--- config.mk ---
export PLATFORM = sky130hd
export DESIGN_NAME = frame_crc8_alive_checker_core
export DESIGN_NICKNAME = d
export VERILOG_FILES = /design/src/sv/fcac_pkg.sv /design/src/sv/frame_crc8_alive_checker_core.sv /design/src/sv/fcac_queue.sv /design/src/sv/fcac_front.sv /design/src/sv/fcac_back.sv
export SDC_FILE = /design/constraint.sdc
export NUM_CORES = 1
export LEC_CHECK = 0
export BUFFER_PORTS_ARGS = -buffer_cell sky130_fd_sc_hd__buf_4
export CAP_MARGIN = 10
export CORE_MARGIN = 2
export CORE_UTILIZATION = 51
export CTS_CLUSTER_DIAMETER = 50
export CTS_CLUSTER_SIZE = 28
export DETAILED_ROUTE_END_ITERATION = 10
export PLACE_DENSITY_LB_ADDON = 0.08
export SETUP_SLACK_MARGIN = 0.1
export SLEW_MARGIN = 10
export SYNTH_ARGS = -nofsm -noshare
export SYNTH_HDL_FRONTEND = slang
export SYNTH_SLANG_ARGS = --single-unit
export TNS_END_PERCENT = 5
--- constraint.sdc ---
create_clock -name clk_i -period 3.73 [get_ports clk_i]
set_input_delay 0.373 -clock clk_i [delete_from_list [all_inputs] [get_ports clk_i]]
set_output_delay 0.373 -clock clk_i [all_outputs]
set_load 0.01 [all_outputs]
--- src/sv/fcac_pkg.sv ---
// ----------------------------------------------------------------------------
// fcac_pkg: frame CRC-8 and alive counter checker definitions
// Constants, queue entry type, failure codes and the CRC-8 byte step.
// ----------------------------------------------------------------------------
package fcac_pkg;

  localparam int unsigned CHANNELS_DEF    = 3;
  localparam int unsigned COUNT_WIDTH_DEF = 32;
  localparam int unsigned QUEUE_DEPTH     = 2;
  localparam int unsigned TOTAL_WIDTH     = 32;

  localparam logic [7:0] CRC_POLY   = 8'h1D;
  localparam logic [7:0] CRC_INIT   = 8'hFF;
  localparam logic [7:0] CRC_XOROUT = 8'hFF;
  localparam logic [7:0] CRC_MSB    = 8'h80;

  typedef enum logic [1:0] {
    FAIL_NONE = 2'd0,
    FAIL_CRC  = 2'd1,
    FAIL_SEQ  = 2'd2
  } fail_e;

  typedef struct packed {
    logic [7:0] crc;
    logic [1:0] channel;
    logic [3:0] alive;
    logic [7:0] check;
  } frame_t;

  function automatic logic [7:0] crc8_step(input logic [7:0] crc, input logic [7:0] data);
    logic [7:0] v;
    v = crc ^ data;
    for (int i = 0; i < 8; i++) begin
      if ((v & CRC_MSB) != 8'h00) begin
        v = {v[6:0], 1'b0} ^ CRC_POLY;
      end else begin
        v = {v[6:0], 1'b0};
      end
    end
    return v;
  endfunction

endpackage

--- src/sv/frame_crc8_alive_checker_core.sv ---
// ----------------------------------------------------------------------------
// frame_crc8_alive_checker_core: end-to-end frame checker
// CRC-8 (poly 0x1D, init 0xFF, xorout 0xFF) plus 4-bit alive sequence check.
//
//   channel | direction | handshake           | payload
//   in      | input     | in_valid_i/in_stall_o   | channel, data_byte, last_byte,
//           |           |                     | alive_count, check_byte
//   out     | output    | out_valid_o/out_stall_i | frame_ok, fail_reason,
//           |           |                     | computed_crc, valid/invalid_total
//
// One byte per cycle while the queue is not full; the CRC byte step in the front end sets that rate.
// After its last byte is taken, a frame goes into the queue and then into the result register.
// Output stall backs up into a two-frame queue; input stalls when it is full.
// Reset is asynchronous and needs no clearing pass.
// ----------------------------------------------------------------------------
module frame_crc8_alive_checker_core #(
  parameter int unsigned CHANNELS    = fcac_pkg::CHANNELS_DEF,
  parameter int unsigned COUNT_WIDTH = fcac_pkg::COUNT_WIDTH_DEF
) (
  input  logic        clk_i,
  input  logic        rst_ni,
  input  logic        in_valid_i,
  output logic        in_stall_o,
  input  logic [1:0]  channel_i,
  input  logic [7:0]  data_byte_i,
  input  logic        last_byte_i,
  input  logic [3:0]  alive_count_i,
  input  logic [7:0]  check_byte_i,
  output logic        out_valid_o,
  input  logic        out_stall_i,
  output logic        frame_ok_o,
  output logic [1:0]  fail_reason_o,
  output logic [7:0]  computed_crc_o,
  output logic [31:0] valid_total_o,
  output logic [31:0] invalid_total_o
);

  fcac_pkg::frame_t push_data, pop_data;
  logic             push, full, pop, empty;

  fcac_front u_front (
    .clk_i         (clk_i),
    .rst_ni        (rst_ni),
    .in_valid_i    (in_valid_i),
    .in_stall_o    (in_stall_o),
    .channel_i     (channel_i),
    .data_byte_i   (data_byte_i),
    .last_byte_i   (last_byte_i),
    .alive_count_i (alive_count_i),
    .check_byte_i  (check_byte_i),
    .q_full_i      (full),
    .q_push_o      (push),
    .q_data_o      (push_data)
  );

  fcac_queue u_queue (
    .clk_i       (clk_i),
    .rst_ni      (rst_ni),
    .push_i      (push),
    .push_data_i (push_data),
    .full_o      (full),
    .pop_i       (pop),
    .empty_o     (empty),
    .pop_data_o  (pop_data)
  );

  fcac_back #(
    .CHANNELS    (CHANNELS),
    .COUNT_WIDTH (COUNT_WIDTH)
  ) u_back (
    .clk_i           (clk_i),
    .rst_ni          (rst_ni),
    .q_empty_i       (empty),
    .q_data_i        (pop_data),
    .q_pop_o         (pop),
    .out_valid_o     (out_valid_o),
    .out_stall_i     (out_stall_i),
    .frame_ok_o      (frame_ok_o),
    .fail_reason_o   (fail_reason_o),
    .computed_crc_o  (computed_crc_o),
    .valid_total_o   (valid_total_o),
    .invalid_total_o (invalid_total_o)
  );

endmodule

--- src/sv/fcac_queue.sv ---
// ----------------------------------------------------------------------------
// fcac_queue: short frame queue
// Holds finished frames between the CRC front end and the judging back end.
// ----------------------------------------------------------------------------
module fcac_queue (
  input  logic            clk_i,
  input  logic            rst_ni,
  input  logic            push_i,
  input  fcac_pkg::frame_t push_data_i,
  output logic            full_o,
  input  logic            pop_i,
  output logic            empty_o,
  output fcac_pkg::frame_t pop_data_o
);

  localparam int unsigned PtrW = (fcac_pkg::QUEUE_DEPTH > 1) ?
                                 $clog2(fcac_pkg::QUEUE_DEPTH) : 1;
  localparam int unsigned CntW = $clog2(fcac_pkg::QUEUE_DEPTH + 1);
  localparam logic [PtrW-1:0] LastPtr = PtrW'(fcac_pkg::QUEUE_DEPTH - 1);

  fcac_pkg::frame_t slot_q [fcac_pkg::QUEUE_DEPTH];
  logic [PtrW-1:0] wr_ptr_q, rd_ptr_q;
  logic [CntW-1:0] count_q;

  assign full_o     = (count_q == CntW'(fcac_pkg::QUEUE_DEPTH));
  assign empty_o    = (count_q == '0);
  assign pop_data_o = slot_q[rd_ptr_q];

  always_ff @(posedge clk_i) begin
    if (push_i) begin
      slot_q[wr_ptr_q] <= push_data_i;
    end
  end

  always_ff @(posedge clk_i or negedge rst_ni) begin
    if (!rst_ni) begin
      wr_ptr_q <= '0;
      rd_ptr_q <= '0;
      count_q  <= '0;
    end else begin
      if (push_i) begin
        wr_ptr_q <= (wr_ptr_q == LastPtr) ? '0 : wr_ptr_q + PtrW'(1);
      end
      if (pop_i) begin
        rd_ptr_q <= (rd_ptr_q == LastPtr) ? '0 : rd_ptr_q + PtrW'(1);
      end
      if (push_i && !pop_i) begin
        count_q <= count_q + CntW'(1);
      end else if (pop_i && !push_i) begin
        count_q <= count_q - CntW'(1);
      end
    end
  end

endmodule

--- src/sv/fcac_front.sv ---
// ----------------------------------------------------------------------------
// fcac_front: byte intake and CRC-8 accumulation
// Folds one payload byte per request into the CRC and emits a frame on the
// last byte.
// ----------------------------------------------------------------------------
module fcac_front (
  input  logic             clk_i,
  input  logic             rst_ni,
  input  logic             in_valid_i,
  output logic             in_stall_o,
  input  logic [1:0]       channel_i,
  input  logic [7:0]       data_byte_i,
  input  logic             last_byte_i,
  input  logic [3:0]       alive_count_i,
  input  logic [7:0]       check_byte_i,
  input  logic             q_full_i,
  output logic             q_push_o,
  output fcac_pkg::frame_t q_data_o
);

  logic [7:0] crc_q, crc_d;
  logic [7:0] crc_next;
  logic       accept;

  assign in_stall_o = q_full_i;
  assign accept     = in_valid_i && !q_full_i;
  assign crc_next   = fcac_pkg::crc8_step(crc_q, data_byte_i);
  assign q_push_o   = accept && last_byte_i;

  always_comb begin
    q_data_o.crc     = crc_next ^ fcac_pkg::CRC_XOROUT;
    q_data_o.channel = channel_i;
    q_data_o.alive   = alive_count_i;
    q_data_o.check   = check_byte_i;
  end

  always_comb begin
    crc_d = crc_q;
    if (accept) begin
      crc_d = last_byte_i ? fcac_pkg::CRC_INIT : crc_next;
    end
  end

  always_ff @(posedge clk_i or negedge rst_ni) begin
    if (!rst_ni) begin
      crc_q <= fcac_pkg::CRC_INIT;
    end else begin
      crc_q <= crc_d;
    end
  end

endmodule

--- src/sv/fcac_back.sv ---
// ----------------------------------------------------------------------------
// fcac_back: frame judging and result register
// Checks CRC and alive sequence per channel, keeps totals, holds the result.
// ----------------------------------------------------------------------------
module fcac_back #(
  parameter int unsigned CHANNELS    = fcac_pkg::CHANNELS_DEF,
  parameter int unsigned COUNT_WIDTH = fcac_pkg::COUNT_WIDTH_DEF
) (
  input  logic                           clk_i,
  input  logic                           rst_ni,
  input  logic                           q_empty_i,
  input  fcac_pkg::frame_t               q_data_i,
  output logic                           q_pop_o,
  output logic                           out_valid_o,
  input  logic                           out_stall_i,
  output logic                           frame_ok_o,
  output logic [1:0]                     fail_reason_o,
  output logic [7:0]                     computed_crc_o,
  output logic [fcac_pkg::TOTAL_WIDTH-1:0] valid_total_o,
  output logic [fcac_pkg::TOTAL_WIDTH-1:0] invalid_total_o
);

  localparam int unsigned IdxW = (CHANNELS > 1) ? $clog2(CHANNELS) : 1;
  localparam int unsigned TotW = fcac_pkg::TOTAL_WIDTH;

  logic [3:0]             exp_alive_q [CHANNELS];
  logic [CHANNELS-1:0]    pending_q;
  logic [COUNT_WIDTH-1:0] valid_cnt_q, invalid_cnt_q;
  logic                   out_valid_q;
  logic                   frame_ok_q;
  fcac_pkg::fail_e        reason_q, reason;
  logic [7:0]             crc_q;

  logic [4:0]      ch_ext;
  logic [IdxW-1:0] idx;
  logic            ch_ok, crc_ok, seq_ok;
  logic [3:0]      exp_alive;

  assign ch_ext    = {3'b000, q_data_i.channel};
  assign ch_ok     = (ch_ext < 5'(CHANNELS));
  assign idx       = ch_ext[IdxW-1:0];
  assign crc_ok    = (q_data_i.crc == q_data_i.check);
  assign exp_alive = exp_alive_q[idx];
  assign seq_ok    = pending_q[idx] || (q_data_i.alive == exp_alive) ||
                     (q_data_i.alive == exp_alive + 4'd1);
  assign q_pop_o   = !q_empty_i && (!out_valid_q || !out_stall_i);

  always_comb begin
    priority if (!crc_ok) begin
      reason = fcac_pkg::FAIL_CRC;
    end else if (!ch_ok || !seq_ok) begin
      reason = fcac_pkg::FAIL_SEQ;
    end else begin
      reason = fcac_pkg::FAIL_NONE;
    end
  end

  always_ff @(posedge clk_i) begin
    if (q_pop_o) begin
      crc_q    <= q_data_i.crc;
      reason_q <= reason;
    end
    if (q_pop_o && crc_ok && ch_ok) begin
      exp_alive_q[idx] <= q_data_i.alive + 4'd1;
    end
  end

  always_ff @(posedge clk_i or negedge rst_ni) begin
    if (!rst_ni) begin
      out_valid_q   <= 1'b0;
      frame_ok_q    <= 1'b0;
      pending_q     <= '1;
      valid_cnt_q   <= '0;
      invalid_cnt_q <= '0;
    end else begin
      if (q_pop_o) begin
        out_valid_q <= 1'b1;
        frame_ok_q  <= (reason == fcac_pkg::FAIL_NONE);
        if (reason == fcac_pkg::FAIL_NONE) begin
          valid_cnt_q <= valid_cnt_q + COUNT_WIDTH'(1);
        end else begin
          invalid_cnt_q <= invalid_cnt_q + COUNT_WIDTH'(1);
        end
        if (crc_ok && ch_ok) begin
          pending_q[idx] <= 1'b0;
        end
      end else if (!out_stall_i) begin
        out_valid_q <= 1'b0;
      end
    end
  end

  assign out_valid_o    = out_valid_q;
  assign frame_ok_o     = frame_ok_q;
  assign fail_reason_o  = reason_q;
  assign computed_crc_o = crc_q;

  if (COUNT_WIDTH >= TotW) begin : g_wide_tot
    assign valid_total_o   = valid_cnt_q[TotW-1:0];
    assign invalid_total_o = invalid_cnt_q[TotW-1:0];
  end else begin : g_narrow_tot
    assign valid_total_o   = {(TotW-COUNT_WIDTH)'(0), valid_cnt_q};
    assign invalid_total_o = {(TotW-COUNT_WIDTH)'(0), invalid_cnt_q};
  end

endmodule

==> results of run 1 <==
==> cell families after synthesis <==
family / after synthesis
AOI/OAI and AO/OA: 45
xor gates and xnor gates: 114
adders and majority gates: 5
buffers and inverters: 36
DFF: 147
muxes: 26
and+or+nand+nor: 156
==> path summary, 6_finish.rpt <==
check | end | cells past startpoint | slack (ns) | startpoint
max | u_back.valid_total_o[1] | 10 | 0.48 | u_queue.rd_ptr_q
max in group asynchronous | u_front.crc_q[5] | 2 | 2.85 | rst_ni
max reg2reg | u_back.valid_total_o[1] | 10 | 0.48 | u_queue.rd_ptr_q
min | u_queue.rd_ptr_q | 1 | 0.0008 | rst_ni
min reg2reg | u_back.invalid_total_o[31] | 1 | 0.48 | u_back.invalid_total_o[31]
min in group clk_i | u_queue.slot_q[1][7] | 1 | 0.14 | check_byte_i[7]
==> routing by layer <==
metal	vias up	global-route usage	part of all wire	wire, um
li1	2142	-	-	-
met1	2226	0.284	0.45	6200
met2	100	0.329	0.48	6610
met3	8	0.0632	0.056	767
met4	0	0.0471	0.0066	90
met5	-	0	0	0
==> synth_stat cells (all sizes together), types with 6 or more instances <==
master	count	share of area
nand2	21	0.012
nand3	26	0.021
inv	16	0.0088
xnor2	80	0.10
clkbuf	7	0.0039
nor2	25	0.014
a2111oi	17	0.031
and3	19	0.018
edfxtp	66	0.29
dfrtp	70	0.26
a21oi	11	0.0087
nor2b	6	0.0055
nand4	28	0.027
buf	12	0.010
xor2	34	0.044
mux2	13	0.022
mux2i	13	0.022
dfstp	11	0.043
nor3	12	0.0088
==> per-stage QoR <==
step / instance area, sq um / power, uW
6_report: 8350 / 5800
3_5_place_dp: 7780 / 4230
5_1_grt: 8350 / 6120
2_1_floorplan: 6790 / 3650
4_1_cts: 8350 / 5850
3_3_place_gp: 7780 / 4170
==> worst reg2reg max path: cells and delay by family (launching register included) <==
family	cells	cell delay, ns
adders and majority gates	1	0.31
and+or+nand+nor	1	0.21
xor gates and xnor gates	1	0.13
DFF	1	0.61
buffers and inverters	1	0.34
muxes	3	1.07
AOI/OAI and AO/OA	3	0.47
==> cell type report <==
cell class	instances	area, sq um
tap	176	220
timing repair buffer	115	863
sequential	147	4020
multi-input combinational	346	2610
inverter	17	63.8
clock buffer	20	468
clock inverter	12	101
fill	1051	4780
==> registers in the layout, summed over array words and instances, names as in the netlist <==
| signal | cells |
|---|---|
| u_back.pending_q | 3 |
| u_front.crc_q | 8 |
| u_back.frame_ok_o | 1 |
| u_back.computed_crc_o | 8 |
| u_queue.count_q | 2 |
| u_queue.wr_ptr_q | 1 |
| u_queue.rd_ptr_q | 1 |
| u_back.exp_alive_q | 12 |
| u_queue.slot_q | 44 |
| u_back.invalid_total_o | 32 |
| u_back.fail_reason_o | 2 |
| u_back.valid_total_o | 32 |
| u_back.out_valid_o | 1 |
==> power groups by stage <==
stage	clock, uW	sequential (uW)	combinational (uW)
after floorplan	0	2380	1270
after global placement	0	2380	1790
after detailed placement	0	2390	1830
after CTS	1650	2360	1840
after global routing	1730	2390	2000
final	1610	2360	1820
==> flow_metrics.tcl, run 1 <==
set metrics [dict create \
    worstPathRequired_ns 4.03 \
    root_buffer "clkbuf_16" \
    track_usage 0.208 \
    grt_max_degree 53 \
    nets 676 \
    antenna_found_initial 0 \
    synth_compound_area_frac 0.0597 \
    syn-cell-area_sq_mm 0.00679 \
    clock-sinks 147 \
    layout_common_cells "buf_4, xnor2_1, dfrtp_1" \
    dpl_worst_slack_ns 0.448 \
    final_common_cell "buf_4" \
    period_share 0.872 \
    cts_tree "built" \
    final.setup_skew_ns 0.00749 \
    fmax_mhz 307 \
    wl_per_cell_um 16.4 \
    initial_utilization 0.517 \
    max-cap-violations 0 \
    post_cts_buffers 0 \
    irDropWorstVdd_mv 0.634 \
    yosys_warnings 0 \
    layout-area-overhead-vs-synth_pct 23.0 \
    yosysSeqAreaShare 0.592 \
    synth_top_family_by_area "XOR/XNOR gates" \
    die_height_um 119 \
    seq_power_share 0.407 \
    cts-resized-gates 0 \
    firstDrtPassIters 4 \
    cp-end-kind "flip-flop" \
    setup_slack_ns 0.477 \
    synth-adder-area-share 0.00921 \
    first_iter_violations 309 \
    synth_cells 529 \
    insertion_delay_ns 0.42 \
    avgViaCountPerCell 5.37 \
    synth_simple_gate_area_frac 0.125 \
    coreArea_sq_mm 0.0131 \
    cts_buffers 17 \
    synth_xor_area_frac 0.147 \
    overflow 0 \
    drv_slew 0 \
    vias 4476 \
    critPathMaxFanout 32 \
    ys.flop_type "dfrtp_1" \
    first_global_vias 4473 \
    worstSetupPathType "reg2reg" \
    crit_buf_inv 1 \
    slew_headroom 0.383 \
    fin_crit_ns 3.25 \
    setup_tns_ns 0 \
    diodes 0 \
    slowest_delay_ns 0.61 \
    dieArea_sq_mm 0.0143 \
    ys_types 50 \
    cp-start-kind "flip-flop" \
    die_w_um 119 \
    dp.cells 801 \
    fin_util 0.636 \
    gp_congestion 0.804 \
    final_antenna_net_count 0 \
    drt_wl_total_mm 13.7 \
    p_leak_uw 0.00354 \
    cts_hold_buf 0 \
    sw_frac_of_total 0.331 \
    drive_above_1_share 0.288 \
    yosys-mux-area-fraction 0.0431 \
    synth_seq_cells 147 \
    critPathTopFamily "multiplexers" \
    cts-htree-levels 4 \
    synth_edf_count 66 \
    place.port_buffers 103 \
    synthArstFlopShare 0.551 \
    stdcell_count 833 \
    rsz0062_at_grt "no" \
    grt_pass1_wl_mm 23.1 \
    p_switching_uw 1920 \
    critPathArrivalTime_ns 3.55 \
    pwr-share-clk 0.278 \
    p_int_uw 3880 \
    hold_class "in2async" \
    cts_buffer_depth 2 \
    setup-violations-final 0 \
    synth_fp_nets 561 \
    outcome "finished clean" \
    power_density_mw_per_mm2 694 \
    drcViolationCount 0 \
    power_frac_comb 0.315 \
    hpwlAfterDp_mm 9.39 \
    cp_cell_sequence "mux2i_4 > mux2i_1 > a21oi_2 > ha_1 > xnor2_1 > a21oi_1 > nand4_2 > a21boi_2 > buf_4 > mux2_2" \
    worstMarginPinSlew_ns 0.922 \
    syn_avg_cell_area_sq_um 12.8 \
    finalHoldViolCount 0 \
    hold_ws_ns 0.000753 \
    crit_slowest_cell "dfrtp_1" \
    clk_pin_slew_ns 0.06 \
    ios 104 \
    row_count 42 \
]
No activity file was read; power rests on OpenSTA's default activity.
==> run 2: changes to the inputs <==
--- a/config.mk
+++ b/config.mk
@@ -13,6 +13,7 @@
 export CTS_CLUSTER_SIZE = 28
 export DETAILED_ROUTE_END_ITERATION = 10
 export PLACE_DENSITY_LB_ADDON = 0.08
+export RECOVER_POWER = 25
 export SETUP_SLACK_MARGIN = 0.1
 export SLEW_MARGIN = 10
 export SYNTH_ARGS = -nofsm -noshare
==> run 2 against run 1 <==
  * The flow now finishes with violations (max-capacitance violations, max-slew violations)
  * Wire length shrank 0.21%
  * Total power shrank 0.10%
  * Sequential cell count is the same
==> flow_metrics.tcl, run 2 (synthesis gave the netlist of run 1 again) <==
set metrics [dict create \
    outcome "complete, but fails checks" \
    failed_checks "max-capacitance violations, max-slew violations" \
    critPathTopFamily "multiplexers" \
    crit_slowest_cell "dfrtp_1" \
    track_usage 0.208 \
    drt_wl_total_mm 13.6 \
    rsz0062_at_grt "no" \
    fillers 1062 \
    fmax_mhz 308 \
    setup_slack_ns 0.479 \
    cts_buffer_depth 2 \
    finalHoldViolCount 0 \
    clock-sinks 147 \
    cp-end-kind "flip-flop" \
    dp.cells 801 \
    irDropWorstVdd_mv 0.634 \
    wl_per_cell_um 16.4 \
    cp-start-kind "flip-flop" \
    layout-area-overhead-vs-synth_pct 22.5 \
    antenna_found_initial 0 \
    place.port_buffers 103 \
    row_count 42 \
    die_w_um 119 \
    ios 104 \
    slowest_delay_ns 0.61 \
    regMostFlops "u_queue.slot_q" \
    insertion_delay_ns 0.41 \
    stdcell_count 833 \
    cts_buffers 17 \
    fin_crit_ns 3.25 \
    power_density_mw_per_mm2 696 \
    cts_hold_buf 0 \
    worstSetupPathType "reg2reg" \
    coreArea_sq_mm 0.0131 \
    initial_utilization 0.517 \
    critPathArrivalTime_ns 3.55 \
    period_share 0.871 \
    grt_pass1_wl_mm 23.1 \
    p_leak_uw 0.00351 \
    avgViaCountPerCell 5.37 \
    root_buffer "clkbuf_16" \
    worstPathRequired_ns 4.03 \
    drive_above_1_share 0.275 \
    setup_tns_ns 0 \
    final.setup_skew_ns 0.00670 \
    diodes 0 \
    drcViolationCount 0 \
    final_antenna_net_count 0 \
    worstMarginPinSlew_ns 2.91 \
    die_height_um 119 \
    setup-violations-final 0 \
    largest_reg_flops 44 \
    cp_cell_sequence "mux2i_4 > mux2i_1 > a21oi_2 > ha_1 > xnor2_1 > a21oi_1 > nand4_2 > a21boi_2 > buf_4 > mux2_2" \
    cts-htree-levels 4 \
    crit_buf_inv 1 \
    first_iter_violations 308 \
    grt_max_degree 53 \
    gp_congestion 0.804 \
    dpl_worst_slack_ns 0.448 \
    final_common_cell "buf_4" \
    critPathMaxFanout 32 \
    overflow 0 \
    post_cts_buffers 0 \
    slew_headroom -0.938 \
    layout_common_cells "buf_4, xnor2_1, dfrtp_1" \
    dieArea_sq_mm 0.0143 \
    drv_slew 53 \
    hold_class "in2reg" \
    first_global_vias 4473 \
    clk_pin_slew_ns 0.06 \
    hpwlAfterDp_mm 9.39 \
    firstDrtPassIters 4 \
    cts_tree "built" \
    finalPower_uw 5790 \
    vias 4470 \
    cts-resized-gates 0 \
    max-cap-violations 1 \
    nets 676 \
]
[run 2: cell count changes in the layout (fill, tap and decap cells not counted), sizes merged]
cell	previous run	this run
buf	115	99
clkbuf	20	36
[run 2: metrics by stage]
stage	instance area, sq um	hold WS [ns]	utilization
4_1_cts	8350	0.0193	0.636
3_5_place_dp	7780	0.459	0.592
6_report	8320	0.169	0.633
5_1_grt	8320	0.142	0.633
3_3_place_gp	7780	0.457	0.592
2_1_floorplan	6790	0.0774	-
[run 2: power by group]
group | leakage [uW] | internal, uW | switching [uW]
Clock | 0.000283 | 973 | 641
Sequential | 0.00165 | 2170 | 193
Combinational | 0.00158 | 736 | 1080
[run 2: path summary, 6_finish.rpt]
path	from	to	slack, ns	cells past startpoint
setup / recovery	u_queue.rd_ptr_q	u_back.valid_total_o[1]	0.48	10
hold / removal	check_byte_i[4]	u_queue.slot_q[1][4]	0.17	1
setup reg to reg	u_queue.rd_ptr_q	u_back.valid_total_o[1]	0.48	10
hold reg to reg	u_back.valid_total_o[31]	u_back.valid_total_o[31]	0.48	1
max in group asynchronous	rst_ni	u_back.invalid_total_o[1]	0.91	2
min in group asynchronous	rst_ni	u_queue.rd_ptr_q	0.89	1
[run 2: cell type report]
class | instances | area, sq um | area share
clock buffer | 20 | 468 | 0.0562
inverter | 17 | 63.8 | 0.00767
tap | 176 | 220 | 0.0265
timing repair buffer | 115 | 831 | 0.0998
multi-input combinational | 346 | 2610 | 0.314
clock inverter | 12 | 101 | 0.0122
sequential | 147 | 4020 | 0.483
[run 2: layer usage]
| layer | global-route usage | wire (um) | up-vias |
|---|---|---|---|
| met5 | 0 | 0 | - |
| li1 | - | - | 2140 |
| met2 | 0.329 | 6550 | 103 |
| met1 | 0.284 | 6190 | 2217 |
| met4 | 0.0471 | 115 | 0 |
| met3 | 0.0632 | 776 | 10 |
[run 2: worst reg2reg max path, delay by kind of cell, from the launching register on]
kind	cells	cell delay, ns
mux	3	1.07
flops	1	0.61
compound gates	3	0.47
buf+inv	1	0.33
fa+ha+maj	1	0.31
simple gates	1	0.21
xor+xnor	1	0.13
==> run 3: changes to the inputs <==
--- a/config.mk
+++ b/config.mk
@@ -7,12 +7,14 @@
 export LEC_CHECK = 0
 export BUFFER_PORTS_ARGS = -buffer_cell sky130_fd_sc_hd__buf_4
 export CAP_MARGIN = 10
+export CORE_ASPECT_RATIO = 0.7
 export CORE_MARGIN = 2
 export CORE_UTILIZATION = 51
 export CTS_CLUSTER_DIAMETER = 50
 export CTS_CLUSTER_SIZE = 28
 export DETAILED_ROUTE_END_ITERATION = 10
-export PLACE_DENSITY_LB_ADDON = 0.08
+export HOLD_SLACK_MARGIN = 0.15
+export PLACE_DENSITY = 0.73
 export RECOVER_POWER = 25
 export SETUP_SLACK_MARGIN = 0.1
 export SLEW_MARGIN = 10
==> run 3 against run 2 <==
  * The run still ends with max-capacitance violations, max-slew violations left
  * Cell count grew 0.36%
  * Register-to-register slack gained 0.06 ns
  * Clock skew grew 0.0044 ns
  * Worst setup slack gained 0.063 ns
  * Combinational power grew 3%
  * First-iteration DRC count shrank 0.65%
  * Sequential cell count is the same
  * Critical endpoint unchanged
  * Largest cell class unchanged
  * Largest power group unchanged
==> flow_metrics.tcl, run 3 (synthesis gave the netlist of run 1 again) <==
set metrics [dict create \
    grt_pass1_wl_mm 23.4 \
    fmax_mhz 314 \
    worstPathRequired_ns 4.02 \
    gp_congestion 0.871 \
    drive_above_1_share 0.266 \
    die_w_um 142 \
    cp-end-kind "flip-flop" \
    rr_worst_depth 10 \
    final_common_cell "buf_4" \
    irDropWorstVdd_mv 0.573 \
    rrSetupSlack_ns 0.54 \
    largest_reg_flops 44 \
    critPathTopFamily "multiplexers" \
    place.port_buffers 103 \
    fin_crit_ns 3.19 \
    regMostFlops "u_queue.slot_q" \
    drv_slew 65 \
    setup_tns_ns 0 \
    insertion_delay_ns 0.41 \
    antenna_found_initial 0 \
    row_count 35 \
    max-cap-violations 1 \
    initial_utilization 0.519 \
    first_iter_violations 306 \
    final_antenna_net_count 0 \
    track_usage 0.212 \
    cts-htree-levels 4 \
    finalHoldViolCount 0 \
    cts_buffer_depth 2 \
    fillers 988 \
    crit_start "u_queue.slot_q[1][12]" \
    die_height_um 101 \
    nets 690 \
    critPathMaxFanout 32 \
    worstSetupPathType "reg2reg" \
    wl_per_cell_um 17.4 \
    cts_buffers 17 \
    finalPower_uw 5870 \
    r2r_end "u_back.valid_total_o[1]" \
    vias 4598 \
    diodes 0 \
    cp-endpoint "u_back.valid_total_o[1]" \
    hold_class "in2reg" \
    slowest_delay_ns 0.44 \
    period_share 0.854 \
    setup-violations-final 0 \
    slew_headroom -0.0485 \
    dieArea_sq_mm 0.0143 \
    firstDrtPassIters 4 \
    layout_common_cells "buf_4, xnor2_1, dfrtp_1" \
    r2r-start "u_queue.slot_q[1][12]" \
    ios 104 \
    post_cts_buffers 0 \
    clk_pin_slew_ns 0.06 \
    crit_buf_inv 1 \
    drcViolationCount 0 \
    coreArea_sq_mm 0.0131 \
    overflow 0 \
    avgViaCountPerCell 5.50 \
    critPathArrivalTime_ns 3.48 \
    regArea_sq_mm 0.00402 \
    failed_checks "max-capacitance violations, max-slew violations" \
    worstMarginPinSlew_ns 1.57 \
    layout-area-overhead-vs-synth_pct 24.5 \
    cp_cell_sequence "mux2_2 > o211ai_1 > nand2_1 > ha_1 > xnor2_1 > xnor2_1 > nand4_2 > a21boi_2 > buf_4 > mux2_2" \
    p_leak_uw 0.00357 \
    cp.depth 10 \
    multiInputGateArea_sq_mm 0.00261 \
    final.setup_skew_ns 0.0111 \
    crit_slowest_cell "edfxtp_1" \
    rsz0062_at_grt "no" \
    clock-sinks 147 \
    cp-start-kind "flip-flop" \
    first_global_vias 4535 \
    power_density_mw_per_mm2 695 \
    grt_max_degree 65 \
    root_buffer "clkbuf_16" \
    cts_tree "built" \
    drt_wl_total_mm 14.6 \
    hpwlAfterDp_mm 9.82 \
    outcome "complete, but fails checks" \
]
-- run 3: worst register-to-register path: stages (launching register included) --
cell	delay (ns)
edfxtp_1	0.44
mux2_2	0.37
o211ai_1	0.28
nand2_1	0.17
ha_1	0.25
xnor2_1	0.24
xnor2_1	0.17
nand4_2	0.21
a21boi_2	0.22
buf_4	0.34
mux2_2	0.39
-- run 3: metrics by stage --
| step | cell area, sq um | worst slack [ns] | instances | hold slack (ns) | util |
|---|---|---|---|---|---|
| after CTS | 8490 | 0.523 | 836 | 0.176 | 0.648 |
| after global routing | 8460 | 0.311 | 836 | 0.199 | 0.646 |
| after detailed placement | 7760 | 0.576 | 790 | 0.463 | 0.593 |
| after global placement | 7760 | 0.648 | 790 | 0.459 | 0.593 |
| after floorplan | 6790 | 0.955 | 529 | 0.0774 | - |
| final | 8460 | 0.543 | 836 | 0.186 | 0.646 |
-- run 3: worst min-delay path by stage --
stage | startpoint | to | slack [ns] | cells past startpoint
2_1_floorplan | rst_ni | u_back.frame_ok_o | 0.08 | 0
3_3_place_gp | u_back.invalid_total_o[31] | u_back.invalid_total_o[31] | 0.46 | 1
3_5_place_dp | u_back.invalid_total_o[31] | u_back.invalid_total_o[31] | 0.46 | 1
4_1_cts | out_stall_i | u_back.out_valid_o | 0.18 | 3
5_1_grt | out_stall_i | u_back.out_valid_o | 0.20 | 3
6_report | out_stall_i | u_back.out_valid_o | 0.19 | 3
-- run 3: where the power goes --
| group | switching, uW | internal (uW) |
|---|---|---|
| Combinational | 1140 | 747 |
| Clock | 636 | 1010 |
| Sequential | 176 | 2170 |
| Total | 1950 | 3920 |
-- run 3: final cells by class --
type / count / area share
multi-input combinational: 346 / 0.309
clock inverter: 8 / 0.00873
sequential: 147 / 0.476
inverter: 17 / 0.00755
tap: 166 / 0.0246
timing repair buffer: 129 / 0.116
clock buffer: 23 / 0.0592
-- run 3: layer usage --
layer	wire, um	track usage
met4	113	0.0600
met2	6870	0.335
met1	6910	0.301
met3	673	0.0451
met5	0	0
-- run 3: repair_timing --
action	4_1_cts	5_1_grt
hold buffers	15	0
endpoints found under the hold margin	88	0
gates resized for setup	0	0
